[config.mk]
export PLATFORM = sky130hd
export DESIGN_NAME = mf3_median
export DESIGN_NICKNAME = d
export VERILOG_FILES = /design/src/hdl/mf3_pkg.sv /design/src/hdl/mf3_median.sv
export SDC_FILE = /design/constraint.sdc
export NUM_CORES = 2
export LEC_CHECK = 0
export BUFFER_PORTS_ARGS = -buffer_cell sky130_fd_sc_hd__buf_2
export CORE_MARGIN = 3
export CORE_UTILIZATION = 24
export CTS_CLUSTER_SIZE = 20
export DETAILED_ROUTE_END_ITERATION = 7
export GPL_ROUTABILITY_DRIVEN = 0
export PLACE_DENSITY = 0.41
export SLEW_MARGIN = 10
export SYNTH_ARGS = -nofsm -noshare
export SYNTH_HDL_FRONTEND = slang
export SYNTH_SLANG_ARGS = --single-unit
[constraint.sdc]
create_clock -name clk -period 10.4 [get_ports clk]
set_clock_uncertainty 0.2 [all_clocks]
set_input_delay 0 -clock clk [delete_from_list [all_inputs] [get_ports clk]]
set_output_delay 0 -clock clk [all_outputs]
set_load 0.05 [all_outputs]
[src/hdl/mf3_pkg.sv]
`timescale 1ns / 1ps
// ----------------------------------------------------------------------------
// mf3_pkg
// Shared constants and types for the 3x3 median filter (valid region).
// ----------------------------------------------------------------------------
package mf3_pkg;

    // default sizes handed to the top level
    localparam int DEF_MAX_COLS   = 1024;
    localparam int DEF_MAX_ROWS   = 65535;
    localparam int DEF_PIXEL_BITS = 32;

    // window geometry
    localparam int WIN_SIZE   = 3;
    localparam int WIN_TAPS   = WIN_SIZE * WIN_SIZE;
    localparam int MIN_DIM    = WIN_SIZE;
    localparam int EMIT_START = WIN_SIZE - 1;

    // port widths fixed by the item format
    localparam int PIX_W       = 32;
    localparam int OUT_ROW_W   = 16;
    localparam int OUT_COL_W   = 10;
    localparam int OUT_TDATA_W = 64;
    localparam int CFG_ADDR_W  = 1;
    localparam int CFG_DATA_W  = 16;
    localparam int CFG_WIDTH_W = 11;

    // reset values of the configuration registers
    localparam logic [CFG_WIDTH_W-1:0] RST_IMAGE_WIDTH  = 11'd8;
    localparam logic [CFG_DATA_W-1:0]  RST_IMAGE_HEIGHT = 16'd5;

    // configuration register indexes
    localparam logic [CFG_ADDR_W-1:0] CFG_IMAGE_WIDTH  = 1'd0;
    localparam logic [CFG_ADDR_W-1:0] CFG_IMAGE_HEIGHT = 1'd1;

    // position info carried with an item through the pipeline
    typedef struct packed {
        logic                 emit;
        logic                 last;
        logic [OUT_ROW_W-1:0] row;
        logic [OUT_COL_W-1:0] col;
    } pos_t;

endpackage

[src/hdl/mf3_median.sv]
`timescale 1ns / 1ps
// ----------------------------------------------------------------------------
// mf3_median
// Nine-input median in three registered stages: sort each column, then
// max of lows / median of middles / min of highs, then median of those.
// ----------------------------------------------------------------------------
module mf3_median #(
    parameter int PIXEL_BITS = mf3_pkg::DEF_PIXEL_BITS
) (
    input  logic                                         clk,
    input  logic                                         rst_n,
    input  logic                                         in_valid,
    output logic                                         in_ready,
    input  logic [mf3_pkg::WIN_TAPS-1:0][PIXEL_BITS-1:0] window,
    input  mf3_pkg::pos_t                                in_pos,
    output logic                                         out_valid,
    input  logic                                         out_ready,
    output logic [mf3_pkg::PIX_W-1:0]                    median,
    output mf3_pkg::pos_t                                out_pos
);

    localparam int WS = mf3_pkg::WIN_SIZE;

    typedef logic [PIXEL_BITS-1:0] pix_t;
    typedef logic [WS-1:0][PIXEL_BITS-1:0] trio_t;

    function automatic pix_t min2(input pix_t a, input pix_t b);
        return ($signed(a) < $signed(b)) ? a : b;
    endfunction

    function automatic pix_t max2(input pix_t a, input pix_t b);
        return ($signed(a) < $signed(b)) ? b : a;
    endfunction

    // ascending: [0] low, [2] high
    function automatic trio_t sort3(input pix_t a, input pix_t b, input pix_t c);
        pix_t  x0, x1, y1;
        trio_t t;
        x0   = min2(a, b);
        x1   = max2(a, b);
        y1   = min2(x1, c);
        t[2] = max2(x1, c);
        t[0] = min2(x0, y1);
        t[1] = max2(x0, y1);
        return t;
    endfunction

    function automatic pix_t med3(input pix_t a, input pix_t b, input pix_t c);
        return max2(min2(a, b), min2(max2(a, b), c));
    endfunction

    logic                  s3_valid_reg, s4_valid_reg, out_valid_reg;
    trio_t [WS-1:0]        s3_cols_reg, s3_cols_next;
    trio_t                 s4_trio_reg, s4_trio_next;
    logic [mf3_pkg::PIX_W-1:0] median_reg;
    mf3_pkg::pos_t         s3_pos_reg, s4_pos_reg, out_pos_reg;
    pix_t                  med_pix;

    logic out_free, s4_ready, s3_ready;

    assign out_free = !out_valid_reg || out_ready;
    assign s4_ready = !s4_valid_reg || out_free;
    assign s3_ready = !s3_valid_reg || s4_ready;
    assign in_ready = s3_ready;

    always_comb
    begin
        for (int k = 0; k < WS; k++)
        begin
            s3_cols_next[k] = sort3(window[k], window[WS + k], window[2*WS + k]);
        end
        s4_trio_next[0] = max2(max2(s3_cols_reg[0][0], s3_cols_reg[1][0]), s3_cols_reg[2][0]);
        s4_trio_next[1] = med3(s3_cols_reg[0][1], s3_cols_reg[1][1], s3_cols_reg[2][1]);
        s4_trio_next[2] = min2(min2(s3_cols_reg[0][2], s3_cols_reg[1][2]), s3_cols_reg[2][2]);
        med_pix = med3(s4_trio_reg[0], s4_trio_reg[1], s4_trio_reg[2]);
    end

    always_ff @(posedge clk or negedge rst_n)
    begin
        if (!rst_n)
        begin
            s3_valid_reg  <= 1'b0;
            s4_valid_reg  <= 1'b0;
            out_valid_reg <= 1'b0;
        end
        else
        begin
            if (s3_ready)
                s3_valid_reg <= in_valid;
            if (s4_ready)
                s4_valid_reg <= s3_valid_reg;
            if (out_free)
                out_valid_reg <= s4_valid_reg;
        end
    end

    always_ff @(posedge clk)
    begin
        if (s3_ready && in_valid)
        begin
            s3_cols_reg <= s3_cols_next;
            s3_pos_reg  <= in_pos;
        end
        if (s4_ready && s3_valid_reg)
        begin
            s4_trio_reg <= s4_trio_next;
            s4_pos_reg  <= s3_pos_reg;
        end
        if (out_free && s4_valid_reg)
        begin
            median_reg  <= mf3_pkg::PIX_W'($signed(med_pix));
            out_pos_reg <= s4_pos_reg;
        end
    end

    assign out_valid = out_valid_reg;
    assign median    = median_reg;
    assign out_pos   = out_pos_reg;

endmodule

==> results.sh <==
export IMPL_synth_top_flop_cell="edfxtp_1"
export IMPL_layout_commonest_cell="ha_1"
export IMPL_synth_area_leader_cell="edfxtp_1"
export IMPL_io_buffers=381
export IMPL_multi_input_area_mm2=0.0243
export IMPL_min_path_type="in -> reg"
export IMPL_fp_row_count=152
export IMPL_fp_dieArea_mm2=0.180
export IMPL_grt_pass1_wl_mm=230
export IMPL_crit_fanout=87
export IMPL_cp_top_family="compound AO/OA/AOI/OAI gates"
export IMPL_critPathMostFrequentCell="a21o_1"
export IMPL_drive_gt1_share_pct=15.3
export IMPL_h_tree_depth=2
export IMPL_numCtsBuffers=56
export IMPL_avgSynthCellArea_um2=9.49
export IMPL_slew_headroom_pct=22.5
export IMPL_wirelength_mm=160
export IMPL_yosysSeqAreaShare_pct=35.9
export IMPL_synthCells=4429
export IMPL_fin_crit_ns=9.71
export IMPL_setup_viol_count_final=0
export IMPL_arrival_ns=9.91
export IMPL_drv_slew=0
export IMPL_ys_ff_latch=503
export IMPL_yosysTopAreaCellShare_pct=35.7
export IMPL_numClockSinks=503
export IMPL_regArea_mm2=0.0151
export IMPL_finalHoldWorstSlack_ns=-0.0135
export IMPL_finalHoldViolCount=2
export IMPL_vias_per_cell=4.68
export IMPL_dr_total_vias=35900
export IMPL_nets=6225
export IMPL_ys_types=83
export IMPL_yosys_warnings=0
export IMPL_drtIter0Drc=2465
export IMPL_coreArea_mm2=0.173
export IMPL_clk_path_buf_depth=3
export IMPL_ioPinCount=382
export IMPL_synth_nets=5338
export IMPL_max_freq_mhz=103
export IMPL_insertion_delay_ns=0.65
export IMPL_slowest_delay_ns=0.59
export IMPL_ys_async_sr_fraction_pct=0.596
export IMPL_path_buf_inv=7
export IMPL_drc=0
export IMPL_fill_cells=18000
export IMPL_crit_slowest_cell="dlygate4sd3_1"
export IMPL_worstSetupPathType="in -> reg"
export IMPL_wire_per_inst_um=20.9
export IMPL_synth_edf_count=500
export IMPL_maxCapViolations=0
export IMPL_clk_pin_slew_ns=0.06
export IMPL_violations="negative hold slack"
export IMPL_largest_reg_flops=288
export IMPL_post_route_period_util_pct=93.4
export IMPL_drtAntennaViolNets=0
export IMPL_setup_tns_ns=0
export IMPL_hpwlAfterDp_mm=131
export IMPL_dieHeight_um=424
export IMPL_grt_util_all_layers_pct=17.1
export IMPL_cts_tree="done"
export IMPL_root_buffer="clkbuf_16"
export IMPL_overflow=0
export IMPL_netlist_top_cells_area="edfxtp_1, ha_1, mux2_2"
export IMPL_area_delta_synth_final_pct=29.3
export IMPL_final_cell_mix="ha_1, inv_1, dlygate4sd3_1, edfxtp_1, o21ai_0"
export IMPL_drt_first_pass_iters=7
export IMPL_die_w_um=424
export IMPL_critPathLaunchType="input port"
export IMPL_cp_end_kind="flop"
export IMPL_antenna_found_initial=7
export IMPL_status="finished, violations left"
export IMPL_rsz0062_at_grt="false"
export IMPL_crit_required_ns=10.60
export IMPL_syn_area_mm2=0.0420
export IMPL_worst_slew_pin_slew_ns=1.15
export IMPL_grt_max_degree=164
export IMPL_grt_pass1_vias=35100
export IMPL_initial_core_util_pct=24.3
[cells in the mapped netlist, types with 15 or more instances]
cell and count:
ha_1 589, inv_1 582, edfxtp_1 500, o21ai_0 418, nand2_1 405, a21oi_1 295, mux2i_1 256, mux2_2 236
a21o_1 228, nor2_1 216, clkbuf_1 106, nand4_1 97, buf_2 43, nand3_1 40, nor2b_1 39, nand2b_1 29
nor3_1 29, a211oi_1 28, a222oi_1 24, o32ai_1 24, o211ai_1 20, a31oi_1 15, buf_1 15
[worst min-delay path: stages]
cell	delay (ns)
buf_2	0.10
mux2_2	0.18
mux2_2	0.18
nor2_1	0.05
a21oi_1	0.17
[stage by stage]
step                setup slack (ns)  cells  utilization, %  instance area, um2
global route                  0.0296   7670            31.4               54300
global placement               0.733   7008            27.1               46800
finish                         0.688   7671            31.4               54300
floorplan                       1.07   4429               -               42000
detailed placement             0.700   7008            27.1               46800
CTS                            0.359   7658            31.4               54200
[timing repair]
item                                    CTS  global route
endpoints found under the setup margin    0            67
gates resized for setup                   0             9
hold buffers                            551             2
endpoints found under the hold margin   390             2
buffers inserted                          0             2
[final timing paths]
kind                       cells past startpoint                    endpoint  slack, ns                       from
max                                           39  s3_cols_reg[112]$_DFFE_PP_       0.69                window[141]
min in group asynchronous                      3       out_valid$_DFFE_PN0P_       0.04                      rst_n
max reg2reg                                   34        median[14]$_DFFE_PP_       0.76  s4_trio_reg[63]$_DFFE_PP_
max in group asynchronous                      3    s3_valid_reg$_DFFE_PN0N_       9.82                      rst_n
min reg2reg                                    0    s4_pos_reg[26]$_DFFE_PP_       0.21   s3_pos_reg[26]$_DFFE_PP_
min                                            5   s3_cols_reg[36]$_DFFE_PP_      -0.01                  window[4]
[routing by layer]
metal / routed length [um] / vias up / GRT usage [%]
met3: 5440 / 132 / 1.31
met1: 71600 / 17100 / 22.2
li1: - / 17900 / -
met5: 9 / - / 0
met4: 3670 / 2 / 3.80
met2: 79500 / 702 / 30.7
[kinds of logic after synthesis]
group | after synthesis | share of synthesized area (%)
DFF | 503 | 35.9
buffers and inverters | 753 | 6.91
AOI/OAI and AO/OA | 1164 | 17.1
xor gates and xnor gates | 4 | 0.119
adders and majority gates | 589 | 17.5
muxes | 492 | 12.4
and+or+nand+nor | 924 | 10.0
[area by class of cell]
| cell class | instances | area share, % |
|---|---|---|
| Antenna cell | 4 | 0.0184 |
| Clock buffer | 62 | 2.66 |
| Clock inverter | 37 | 0.751 |
| Inverter | 584 | 4.03 |
| Multi-Input combinational cell | 3178 | 44.8 |
| Sequential cell | 503 | 27.8 |
| Tap cell | 2310 | 5.32 |
| Timing Repair Buffer | 993 | 14.7 |
Power is not shown: default switching activity piles up to over one toggle a cycle in this logic, so the estimate is an artifact.
