### src/hdl/mf3_pkg.sv
`timescale 1ns / 1ps
// ----------------------------------------------------------------------------
// mf3_pkg
// Shared constants and types for the 3x3 median filter (valid region).
// ----------------------------------------------------------------------------
package mf3_pkg;

    // default sizes handed to the top level
    localparam int DEF_MAX_COLS   = 1024;
    localparam int DEF_MAX_ROWS   = 65535;
    localparam int DEF_PIXEL_BITS = 32;

    // window geometry
    localparam int WIN_SIZE   = 3;
    localparam int WIN_TAPS   = WIN_SIZE * WIN_SIZE;
    localparam int MIN_DIM    = WIN_SIZE;
    localparam int EMIT_START = WIN_SIZE - 1;

    // port widths fixed by the item format
    localparam int PIX_W       = 32;
    localparam int OUT_ROW_W   = 16;
    localparam int OUT_COL_W   = 10;
    localparam int OUT_TDATA_W = 64;
    localparam int CFG_ADDR_W  = 1;
    localparam int CFG_DATA_W  = 16;
    localparam int CFG_WIDTH_W = 11;

    // reset values of the configuration registers
    localparam logic [CFG_WIDTH_W-1:0] RST_IMAGE_WIDTH  = 11'd8;
    localparam logic [CFG_DATA_W-1:0]  RST_IMAGE_HEIGHT = 16'd5;

    // configuration register indexes
    localparam logic [CFG_ADDR_W-1:0] CFG_IMAGE_WIDTH  = 1'd0;
    localparam logic [CFG_ADDR_W-1:0] CFG_IMAGE_HEIGHT = 1'd1;

    // position info carried with an item through the pipeline
    typedef struct packed {
        logic                 emit;
        logic                 last;
        logic [OUT_ROW_W-1:0] row;
        logic [OUT_COL_W-1:0] col;
    } pos_t;

endpackage

### src/hdl/mf3_scan.sv
`timescale 1ns / 1ps
// ----------------------------------------------------------------------------
// mf3_scan
// Frame size registers and raster position counters. Gives the position of
// the item being accepted and the line-store column it uses.
// ----------------------------------------------------------------------------
module mf3_scan #(
    parameter int MAX_COLS = mf3_pkg::DEF_MAX_COLS,
    parameter int MAX_ROWS = mf3_pkg::DEF_MAX_ROWS
) (
    input  logic                              clk,
    input  logic                              rst_n,
    input  logic                              cfg_wr_en,
    input  logic [mf3_pkg::CFG_ADDR_W-1:0]    cfg_addr,
    input  logic [mf3_pkg::CFG_DATA_W-1:0]    cfg_wdata,
    input  logic                              accept,
    output logic [$clog2(MAX_COLS)-1:0]       col_addr,
    output mf3_pkg::pos_t                     pos
);

    localparam int COL_W = $clog2(MAX_COLS);
    localparam int WC_W  = $clog2(MAX_COLS + 1);
    localparam int ROW_W = $clog2(MAX_ROWS + 1);

    logic [mf3_pkg::CFG_WIDTH_W-1:0] width_reg;
    logic [mf3_pkg::CFG_DATA_W-1:0]  height_reg;
    logic [COL_W-1:0]                col_reg, col_next;
    logic [ROW_W-1:0]                row_reg, row_next;

    logic [WC_W-1:0]  eff_w;
    logic [ROW_W-1:0] eff_h;
    logic [15:0]      wide_w;
    logic [COL_W-1:0] c;
    logic [ROW_W-1:0] r;
    logic [ROW_W:0]   r_pre, r_inc;
    logic [WC_W-1:0]  c_inc;
    logic [COL_W-1:0] c_off;
    logic [ROW_W-1:0] r_off;

    // clamp frame size to the supported range
    always_comb
    begin
        wide_w = 16'(width_reg);
        if (wide_w < 16'(mf3_pkg::MIN_DIM))
            eff_w = WC_W'(mf3_pkg::MIN_DIM);
        else if (wide_w > 16'(MAX_COLS))
            eff_w = WC_W'(MAX_COLS);
        else
            eff_w = WC_W'(wide_w);

        if (height_reg < 16'(mf3_pkg::MIN_DIM))
            eff_h = ROW_W'(mf3_pkg::MIN_DIM);
        else if (height_reg > 16'(MAX_ROWS))
            eff_h = ROW_W'(MAX_ROWS);
        else
            eff_h = ROW_W'(height_reg);
    end

    // position of this item; counters left past a shrunken frame wrap first
    always_comb
    begin
        if (WC_W'(col_reg) >= eff_w)
        begin
            c     = '0;
            r_pre = (ROW_W+1)'(row_reg) + 1'b1;
        end
        else
        begin
            c     = col_reg;
            r_pre = (ROW_W+1)'(row_reg);
        end
        r = (r_pre >= (ROW_W+1)'(eff_h)) ? '0 : r_pre[ROW_W-1:0];

        c_inc = WC_W'(c) + 1'b1;
        r_inc = (ROW_W+1)'(r) + 1'b1;
        if (c_inc >= eff_w)
        begin
            col_next = '0;
            row_next = (r_inc >= (ROW_W+1)'(eff_h)) ? '0 : r_inc[ROW_W-1:0];
        end
        else
        begin
            col_next = c_inc[COL_W-1:0];
            row_next = r;
        end

        c_off = c - COL_W'(mf3_pkg::EMIT_START);
        r_off = r - ROW_W'(mf3_pkg::EMIT_START);

        pos.emit = (r >= ROW_W'(mf3_pkg::EMIT_START)) && (c >= COL_W'(mf3_pkg::EMIT_START));
        pos.last = (c_inc == eff_w) && (r_inc == (ROW_W+1)'(eff_h));
        pos.row  = mf3_pkg::OUT_ROW_W'(r_off);
        pos.col  = mf3_pkg::OUT_COL_W'(c_off);
        col_addr = c;
    end

    always_ff @(posedge clk or negedge rst_n)
    begin
        if (!rst_n)
        begin
            width_reg  <= mf3_pkg::RST_IMAGE_WIDTH;
            height_reg <= mf3_pkg::RST_IMAGE_HEIGHT;
            col_reg    <= '0;
            row_reg    <= '0;
        end
        else
        begin
            if (cfg_wr_en)
            begin
                case (cfg_addr)
                    mf3_pkg::CFG_IMAGE_WIDTH:
                        width_reg <= cfg_wdata[mf3_pkg::CFG_WIDTH_W-1:0];
                    mf3_pkg::CFG_IMAGE_HEIGHT:
                        height_reg <= cfg_wdata;
                    default:
                        ;
                endcase
            end
            if (accept)
            begin
                col_reg <= col_next;
                row_reg <= row_next;
            end
        end
    end

endmodule

### config.mk
export PLATFORM = sky130hd
export DESIGN_NAME = mf3_scan
export DESIGN_NICKNAME = d
export VERILOG_FILES = /design/src/hdl/mf3_pkg.sv /design/src/hdl/mf3_scan.sv
export SDC_FILE = /design/constraint.sdc
export NUM_CORES = 1
export LEC_CHECK = 0
export BUFFER_PORTS_ARGS = -buffer_cell sky130_fd_sc_hd__buf_2
export CORE_MARGIN = 2
export CORE_UTILIZATION = 60
export CTS_BUF_LIST = sky130_fd_sc_hd__clkbuf_8
export CTS_CLUSTER_DIAMETER = 200
export CTS_CLUSTER_SIZE = 30
export DETAILED_ROUTE_END_ITERATION = 8
export HOLD_SLACK_MARGIN = 0.08
export PLACE_DENSITY = 0.91
export SYNTH_ARGS = -nofsm -noshare
export SYNTH_HDL_FRONTEND = slang
export SYNTH_SLANG_ARGS = --single-unit
export TNS_END_PERCENT = 5
### constraint.sdc
create_clock -name clk -period 9.35 [get_ports clk]
set_input_delay 1.4025 -clock clk [delete_from_list [all_inputs] [get_ports clk]]
set_output_delay 1.4025 -clock clk [all_outputs]
set_load 0.01 [all_outputs]
==> results of run 1 <==
[Yosys cell counts (all sizes together), types with 3 or more instances]
library cell and instances:
nand2 76, ha 62, inv 56, dfrtp 50, o21ai 41, nor2 37
a21oi 33, mux2 28, nor4 26, nand3 25, xnor2 24, buf 19
clkbuf 19, nand4 17, a211oi 16, nor2b 16, nor3 16, and3 12
a21o 9, a221o 9, a31oi 9, or3 8, a221oi 7, and2 6
xor2 6, mux2i 5, o211ai 5, o31ai 5, nand2b 4, nand3b 4
o21a 4, or4 4, dfstp 3, o22ai 3, o32ai 3, or2 3
[metrics by stage]
stage / setup WS [ns] / hold WS [ns] / cells / util, %
after detailed placement: 0.662 / 0.513 / 857 / 65.5
after CTS: 0.229 / 0.538 / 865 / 66.6
final: 0.463 / 0.546 / 867 / 66.9
after floorplan: 1.11 / 0.482 / 699 / -
after global placement: 0.880 / 0.503 / 857 / 65.5
after global routing: 0.0133 / 0.559 / 867 / 66.9
[area by class of cell]
type                       count  area (um2)
multi-input combinational    552        4040
fill                         776        3070
sequential                    53        1330
timing repair buffer          69         373
inverter                      56         214
tap                          129         161
clock buffer                   5        68.8
clock inverter                 3        28.8
[worst paths after layout]
| kind | start | endpoint | slack, ns |
|---|---|---|---|
| min in group asynchronous | rst_n | col_reg[5]$_DFFE_PN0P_ | 1.19 |
| worst max-delay path | width_reg[2]$_DFFE_PN0P_ | pos[26] | 0.46 |
| max in group asynchronous | rst_n | width_reg[10]$_DFFE_PN0P_ | 7.66 |
| worst min-delay path | height_reg[11]$_DFFE_PN0P_ | height_reg[11]$_DFFE_PN0P_ | 0.55 |
| worst max register to register | width_reg[2]$_DFFE_PN0P_ | row_reg[10]$_DFFE_PN0P_ | 1.02 |
| worst min register to register | height_reg[11]$_DFFE_PN0P_ | height_reg[11]$_DFFE_PN0P_ | 0.55 |
[power by group]
group	switching [W]	leakage, nW	internal, W	total (W)
clock	0.0000957	0.0506	0.0000564	0.000152
sequential	0.0000953	0.646	0.000285	0.000381
combinational	0.000945	2.11	0.000552	0.00150
total	0.00114	2.80	0.000894	0.00203
[per-layer routing]
metal | up-vias | routed length, um | global-route usage [%]
met5 | - | 0 | 0
li1 | 2648 | - | -
met2 | 388 | 7980 | 52.4
met1 | 2774 | 6600 | 44.4
met4 | 0 | 800 | 16.0
met3 | 95 | 1890 | 5.54
[what timing repair did]
item	CTS	global route
resized for setup	0	5
setup endpoints to repair	0	2
setup buffers	0	2
[cell families (layout without fill, tap and decap cells)]
group / after synthesis / in the layout / synth area share (%)
AOI/OAI and AO/OA: 165 / 165 / 20.6
buffers and inverters: 94 / 133 / 7.06
muxes: 33 / 33 / 6.34
xor gates and xnor gates: 30 / 30 / 4.69
and+or+nand+nor: 262 / 262 / 24.8
DFF: 53 / 53 / 23.1
adders and majority gates: 62 / 62 / 13.5
==> impl_metrics.yaml, run 1 <==
status:
  outcome: "finished, final reports clean"
timing:
  finalSetupViolCount: 0
  clock_skew_ns: 0.0182
  rsz0062_at_grt: "no"
  period_minus_slack_ns: 8.89
  finalCritPeriodShare_pct: 95.0
  timing.max_slew.rel_slack_pct: 36.9
  timing_hold_violations_final: 0
  tns_ns: 0
  fmax_mhz: 113
  worst-slew-pin-transition_ns: 0.945
  maxSlewViolCount: 0
worst_setup_path:
  start_kind: "flop"
  cp_num_buf_inv: 4
  critical_path_arrival_ns: 7.48
  critical_path_peak_fanout: 13
  slowest_cell_delay_on_critical_path_ns: 0.64
  cpLargestDelayFamily: "simple AND/OR/NAND/NOR gates"
  worst_setup_path_end_kind: "output port"
  critical_path_class: "reg2out"
  cp_num_cells: 30
  r2r.worst_path.cells: 33
  max_stage_delay_cell_worst_path: "or4_4"
  data_required_critical_path_ns: 7.95
finish:
  antenna_cells: 0
  layout.cell_area.non_filler_um2: 6210
  top_library_cells_by_usage_in_the_layout_fill_and_taps_aside: "nand2_1 (74), ha_1 (62), buf_2 (58)"
  flow.area_growth_from_synthesis_pct: 7.91
  fraction_of_layout_instances_using_a_drive_strength_above_1_pct: 19.9
  fin_nets: 820
  commonest_non_fill_non_tap_cell_in_the_layout: "nand2_1"
die:
  floorplan.die_area_um2: 10400
  die_height_um: 102
  placeableCoreArea_um2: 9280
  initial_core_util_pct: 62.0
  placement_rows: 35
  ios: 59
  die_x_um: 102
logic_synthesis:
  netlist_area_um2: 5760
  post_synth_num_cell_types: 84
  synth_cells: 699
  synth_top_area_share_pct: 21.7
  synth.net_count: 782
  async_s_r_ff_share_synth_pct: 100
  synth_enable_flop_cells: 0
  yosys_register_bits: 53
  synth_seq_area_share_pct: 23.1
  post-synth-top-area-cell: "dfrtp_1"
  yosysWarningCount: 0
  dominantRegCellSynth: "dfrtp_1"
  syn-mean-instance-area_um2: 8.24
  post_synth_main_area_contributors: "dfrtp_1 (22%), ha_1 (13%), mux2_2 (5.5%)"
routing:
  postRouteAntennaNets: 0
  drt_drc_violations_left: 0
  via_count: 5905
  detailedRoute.firstIterationViolations: 836
  wl_mm: 17.3
  routedWlPerCell_um: 19.9
  vias_per_cell: 6.81
  firstDrtPassIters: 6
global_route:
  global_route.usage.total_pct: 33.2
  grt-ovfl-total: 0
  grt_start_max_net_pins: 54
  global_route_wire_length_before_repair_mm: 27.2
  first_global_vias: 5579
  antenna_found_initial: 0
flow_run:
  maxCapViolations: 0
worst_hold_path:
  worst_hold_path_type: "reg2reg"
  timing.hold.worst_path_depth: 1
cts:
  clock_tree_from_tritoncts: "yes"
  numClockSinks: 53
  clkSlewWorstSetupHoldPaths_ns: 0.11
  numCtsBuffers: 5
  cts_buffer_depth: 2
  clkLatencyLatePin_ns: 0.34
  cts_hold_buf: 0
  cts-htree-levels: 2
  cts_root_cell: "clkbuf_8"
pwr:
  post-layout-total-power_w: 0.00203
  max-vdd-ir-drop_mv: 0.166
  cellLeakagePower_nw: 2.80
  pwr_density_cell_nw_per_um2: 327
placed_design:
  dp_hpwl_mm: 13.0
  place_congestion: 1.00
  placed_cell_area_um2: 6080
  io_buffer_count: 58
Power figures use the tool's default switching activity.
==> inputs of run 2 (changes only) <==
Settings changed: CORE_MARGIN 2 to not set.
==> impl_metrics.yaml, run 2 (synthesis results as in run 1) <==
finish:
  top_library_cells_by_usage_in_the_layout_fill_and_taps_aside: "nand2_1 (74), ha_1 (62), buf_2 (58)"
  antenna_cells: 0
  layoutNonFillerInstCount: 867
  layout.cell_area.non_filler_um2: 6230
  commonest_non_fill_non_tap_cell_in_the_layout: "nand2_1"
  flow.area_growth_from_synthesis_pct: 8.23
  fillerInstances: 764
  fin_nets: 820
  fraction_of_layout_instances_using_a_drive_strength_above_1_pct: 20.5
worst_setup_path:
  critical_path_class: "reg2out"
  cp_num_buf_inv: 6
  worst_setup_path_end_kind: "output port"
  critical_path.endpoint: "pos[26]"
  data_required_critical_path_ns: 7.95
  timing.critical_path.from: "width_reg[10]$_DFFE_PN0P_"
  cp_num_cells: 30
  max_stage_delay_cell_worst_path: "or4_4"
  start_kind: "flop"
  crit-reg2reg-capture: "row_reg[10]$_DFFE_PN0P_"
  r2r_setup_slack_ns: 0.73
  critical_path_peak_fanout: 15
  critical_path.reg2reg.startpoint: "width_reg[10]$_DFFE_PN0P_"
  slowest_cell_delay_on_critical_path_ns: 0.64
  cpLargestDelayFamily: "compound AO/OA/AOI/OAI gates"
  r2r.worst_path.cells: 33
  critical_path_arrival_ns: 7.68
global_route:
  global_route_wire_length_before_repair_mm: 26.8
  grt-ovfl-total: 0
  global_route.usage.total_pct: 34.1
  grt_start_max_net_pins: 54
  antenna_found_initial: 0
  first_global_vias: 5392
cts:
  numCtsBuffers: 5
  clkLatencyLatePin_ns: 0.33
  cts_buffer_depth: 2
  cts_hold_buf: 0
  clock_tree_from_tritoncts: "yes"
  cts_root_cell: "clkbuf_8"
  clkSlewWorstSetupHoldPaths_ns: 0.11
  numClockSinks: 53
  cts-htree-levels: 2
timing:
  timing.max_slew.rel_slack_pct: 35.8
  period_minus_slack_ns: 9.08
  maxSlewViolCount: 0
  fmax_mhz: 110
  finalSetupViolCount: 0
  timing_hold_violations_final: 0
  clock_skew_ns: 0.0153
  worst-slew-pin-transition_ns: 0.961
  finalCritPeriodShare_pct: 97.1
routing:
  drt_drc_violations_left: 0
  postRouteAntennaNets: 0
  firstDrtPassIters: 5
  vias_per_cell: 6.83
  wl_mm: 17.3
  routedWlPerCell_um: 19.9
  via_count: 5925
  detailedRoute.firstIterationViolations: 804
die:
  die_height_um: 100
  initial_core_util_pct: 62.0
  floorplan.die_area_um2: 10000
  die_x_um: 100
  placeableCoreArea_um2: 9280
  ios: 59
  placement_rows: 35
placed_design:
  place_congestion: 0.969
  placed_cell_area_um2: 6070
  io_buffer_count: 58
  dp_hpwl_mm: 13.1
  number_of_cells_after_detailed_placement: 855
pwr:
  comb_power_share_pct: 74.1
  netSwitchingPower_w: 0.00114
  cellLeakagePower_nw: 2.81
  pwr-share-clk_pct: 7.3
  max-vdd-ir-drop_mv: 0.165
  power.sequential.fraction_pct: 18.5
  intPower_w: 0.000904
  switching_share_pct: 55.7
  pwr_density_cell_nw_per_um2: 328
worst_hold_path:
  worst_hold_path_type: "reg2reg"
status:
  outcome: "finished, final reports clean"
flow_run:
  maxCapViolations: 0
run 2: metal layers:
| metal | track usage, % | wire length (um) |
|---|---|---|
| met5 | 0 | 0 |
| met4 | 17.4 | 857 |
| met3 | 5.01 | 1660 |
| met2 | 54.0 | 7810 |
| met1 | 45.7 | 6940 |
run 2: power groups by stage:
stage / sequential [W] / combinational, W / clock [W]
5_1_grt: 0.000386 / 0.00164 / 0.000158
3_3_place_gp: 0.000373 / 0.00138 / 0
3_5_place_dp: 0.000377 / 0.00144 / 0
2_1_floorplan: 0.000324 / 0.00108 / 0
6_report: 0.000379 / 0.00151 / 0.000150
4_1_cts: 0.000372 / 0.00145 / 0.000150
run 2: metrics by stage:
| step | utilization [%] | TNS (ns) | setup WS, ns | power [W] | hold slack, ns |
|---|---|---|---|---|---|
| global placement | 65.4 | 0 | 0.890 | 0.00176 | 0.508 |
| detailed placement | 65.4 | 0 | 0.440 | 0.00181 | 0.520 |
| floorplan | - | 0 | 1.11 | 0.00141 | 0.482 |
| global route | 67.1 | -0.0173 | -0.0173 | 0.00218 | 0.551 |
| finish | 67.1 | 0 | 0.268 | 0.00204 | 0.540 |
| CTS | 66.4 | 0 | 0.0454 | 0.00197 | 0.544 |
run 2: worst reg2reg max path: cells and delay by family (launching register included):
family | cells | cell delay, ns
AOI/OAI and AO/OA | 13 | 3.04
adders and majority gates | 4 | 1.15
buffers and inverters | 6 | 1.04
DFF | 1 | 0.50
muxes | 1 | 0.21
and+or+nand+nor | 9 | 2.64
run 2: repair_timing:
item,in CTS,in global routing
setup endpoints to repair,0,13
resized for setup,0,9
setup buffers,0,4
endpoints found under the hold margin,0,0
run 2: worst min-delay path by stage:
stage | startpoint | to | slack, ns | cells past startpoint
floorplan | width_reg[0]$_DFFE_PN0P_ | width_reg[0]$_DFFE_PN0P_ | 0.48 | 1
global placement | width_reg[0]$_DFFE_PN0P_ | width_reg[0]$_DFFE_PN0P_ | 0.51 | 1
detailed placement | height_reg[10]$_DFFE_PN0P_ | height_reg[10]$_DFFE_PN0P_ | 0.52 | 1
CTS | height_reg[10]$_DFFE_PN0P_ | height_reg[10]$_DFFE_PN0P_ | 0.54 | 1
global route | height_reg[10]$_DFFE_PN0P_ | height_reg[10]$_DFFE_PN0P_ | 0.55 | 1
finish | height_reg[10]$_DFFE_PN0P_ | height_reg[10]$_DFFE_PN0P_ | 0.54 | 1
run 2: layout make-up:
type	count	area [um2]	area share [%]
tap	129	161	2.59
multi-input combinational	552	4060	65.1
sequential	53	1330	21.4
clock inverter	3	28.8	0.462
timing repair buffer	69	373	5.98
inverter	56	214	3.43
clock buffer	5	68.8	1.10
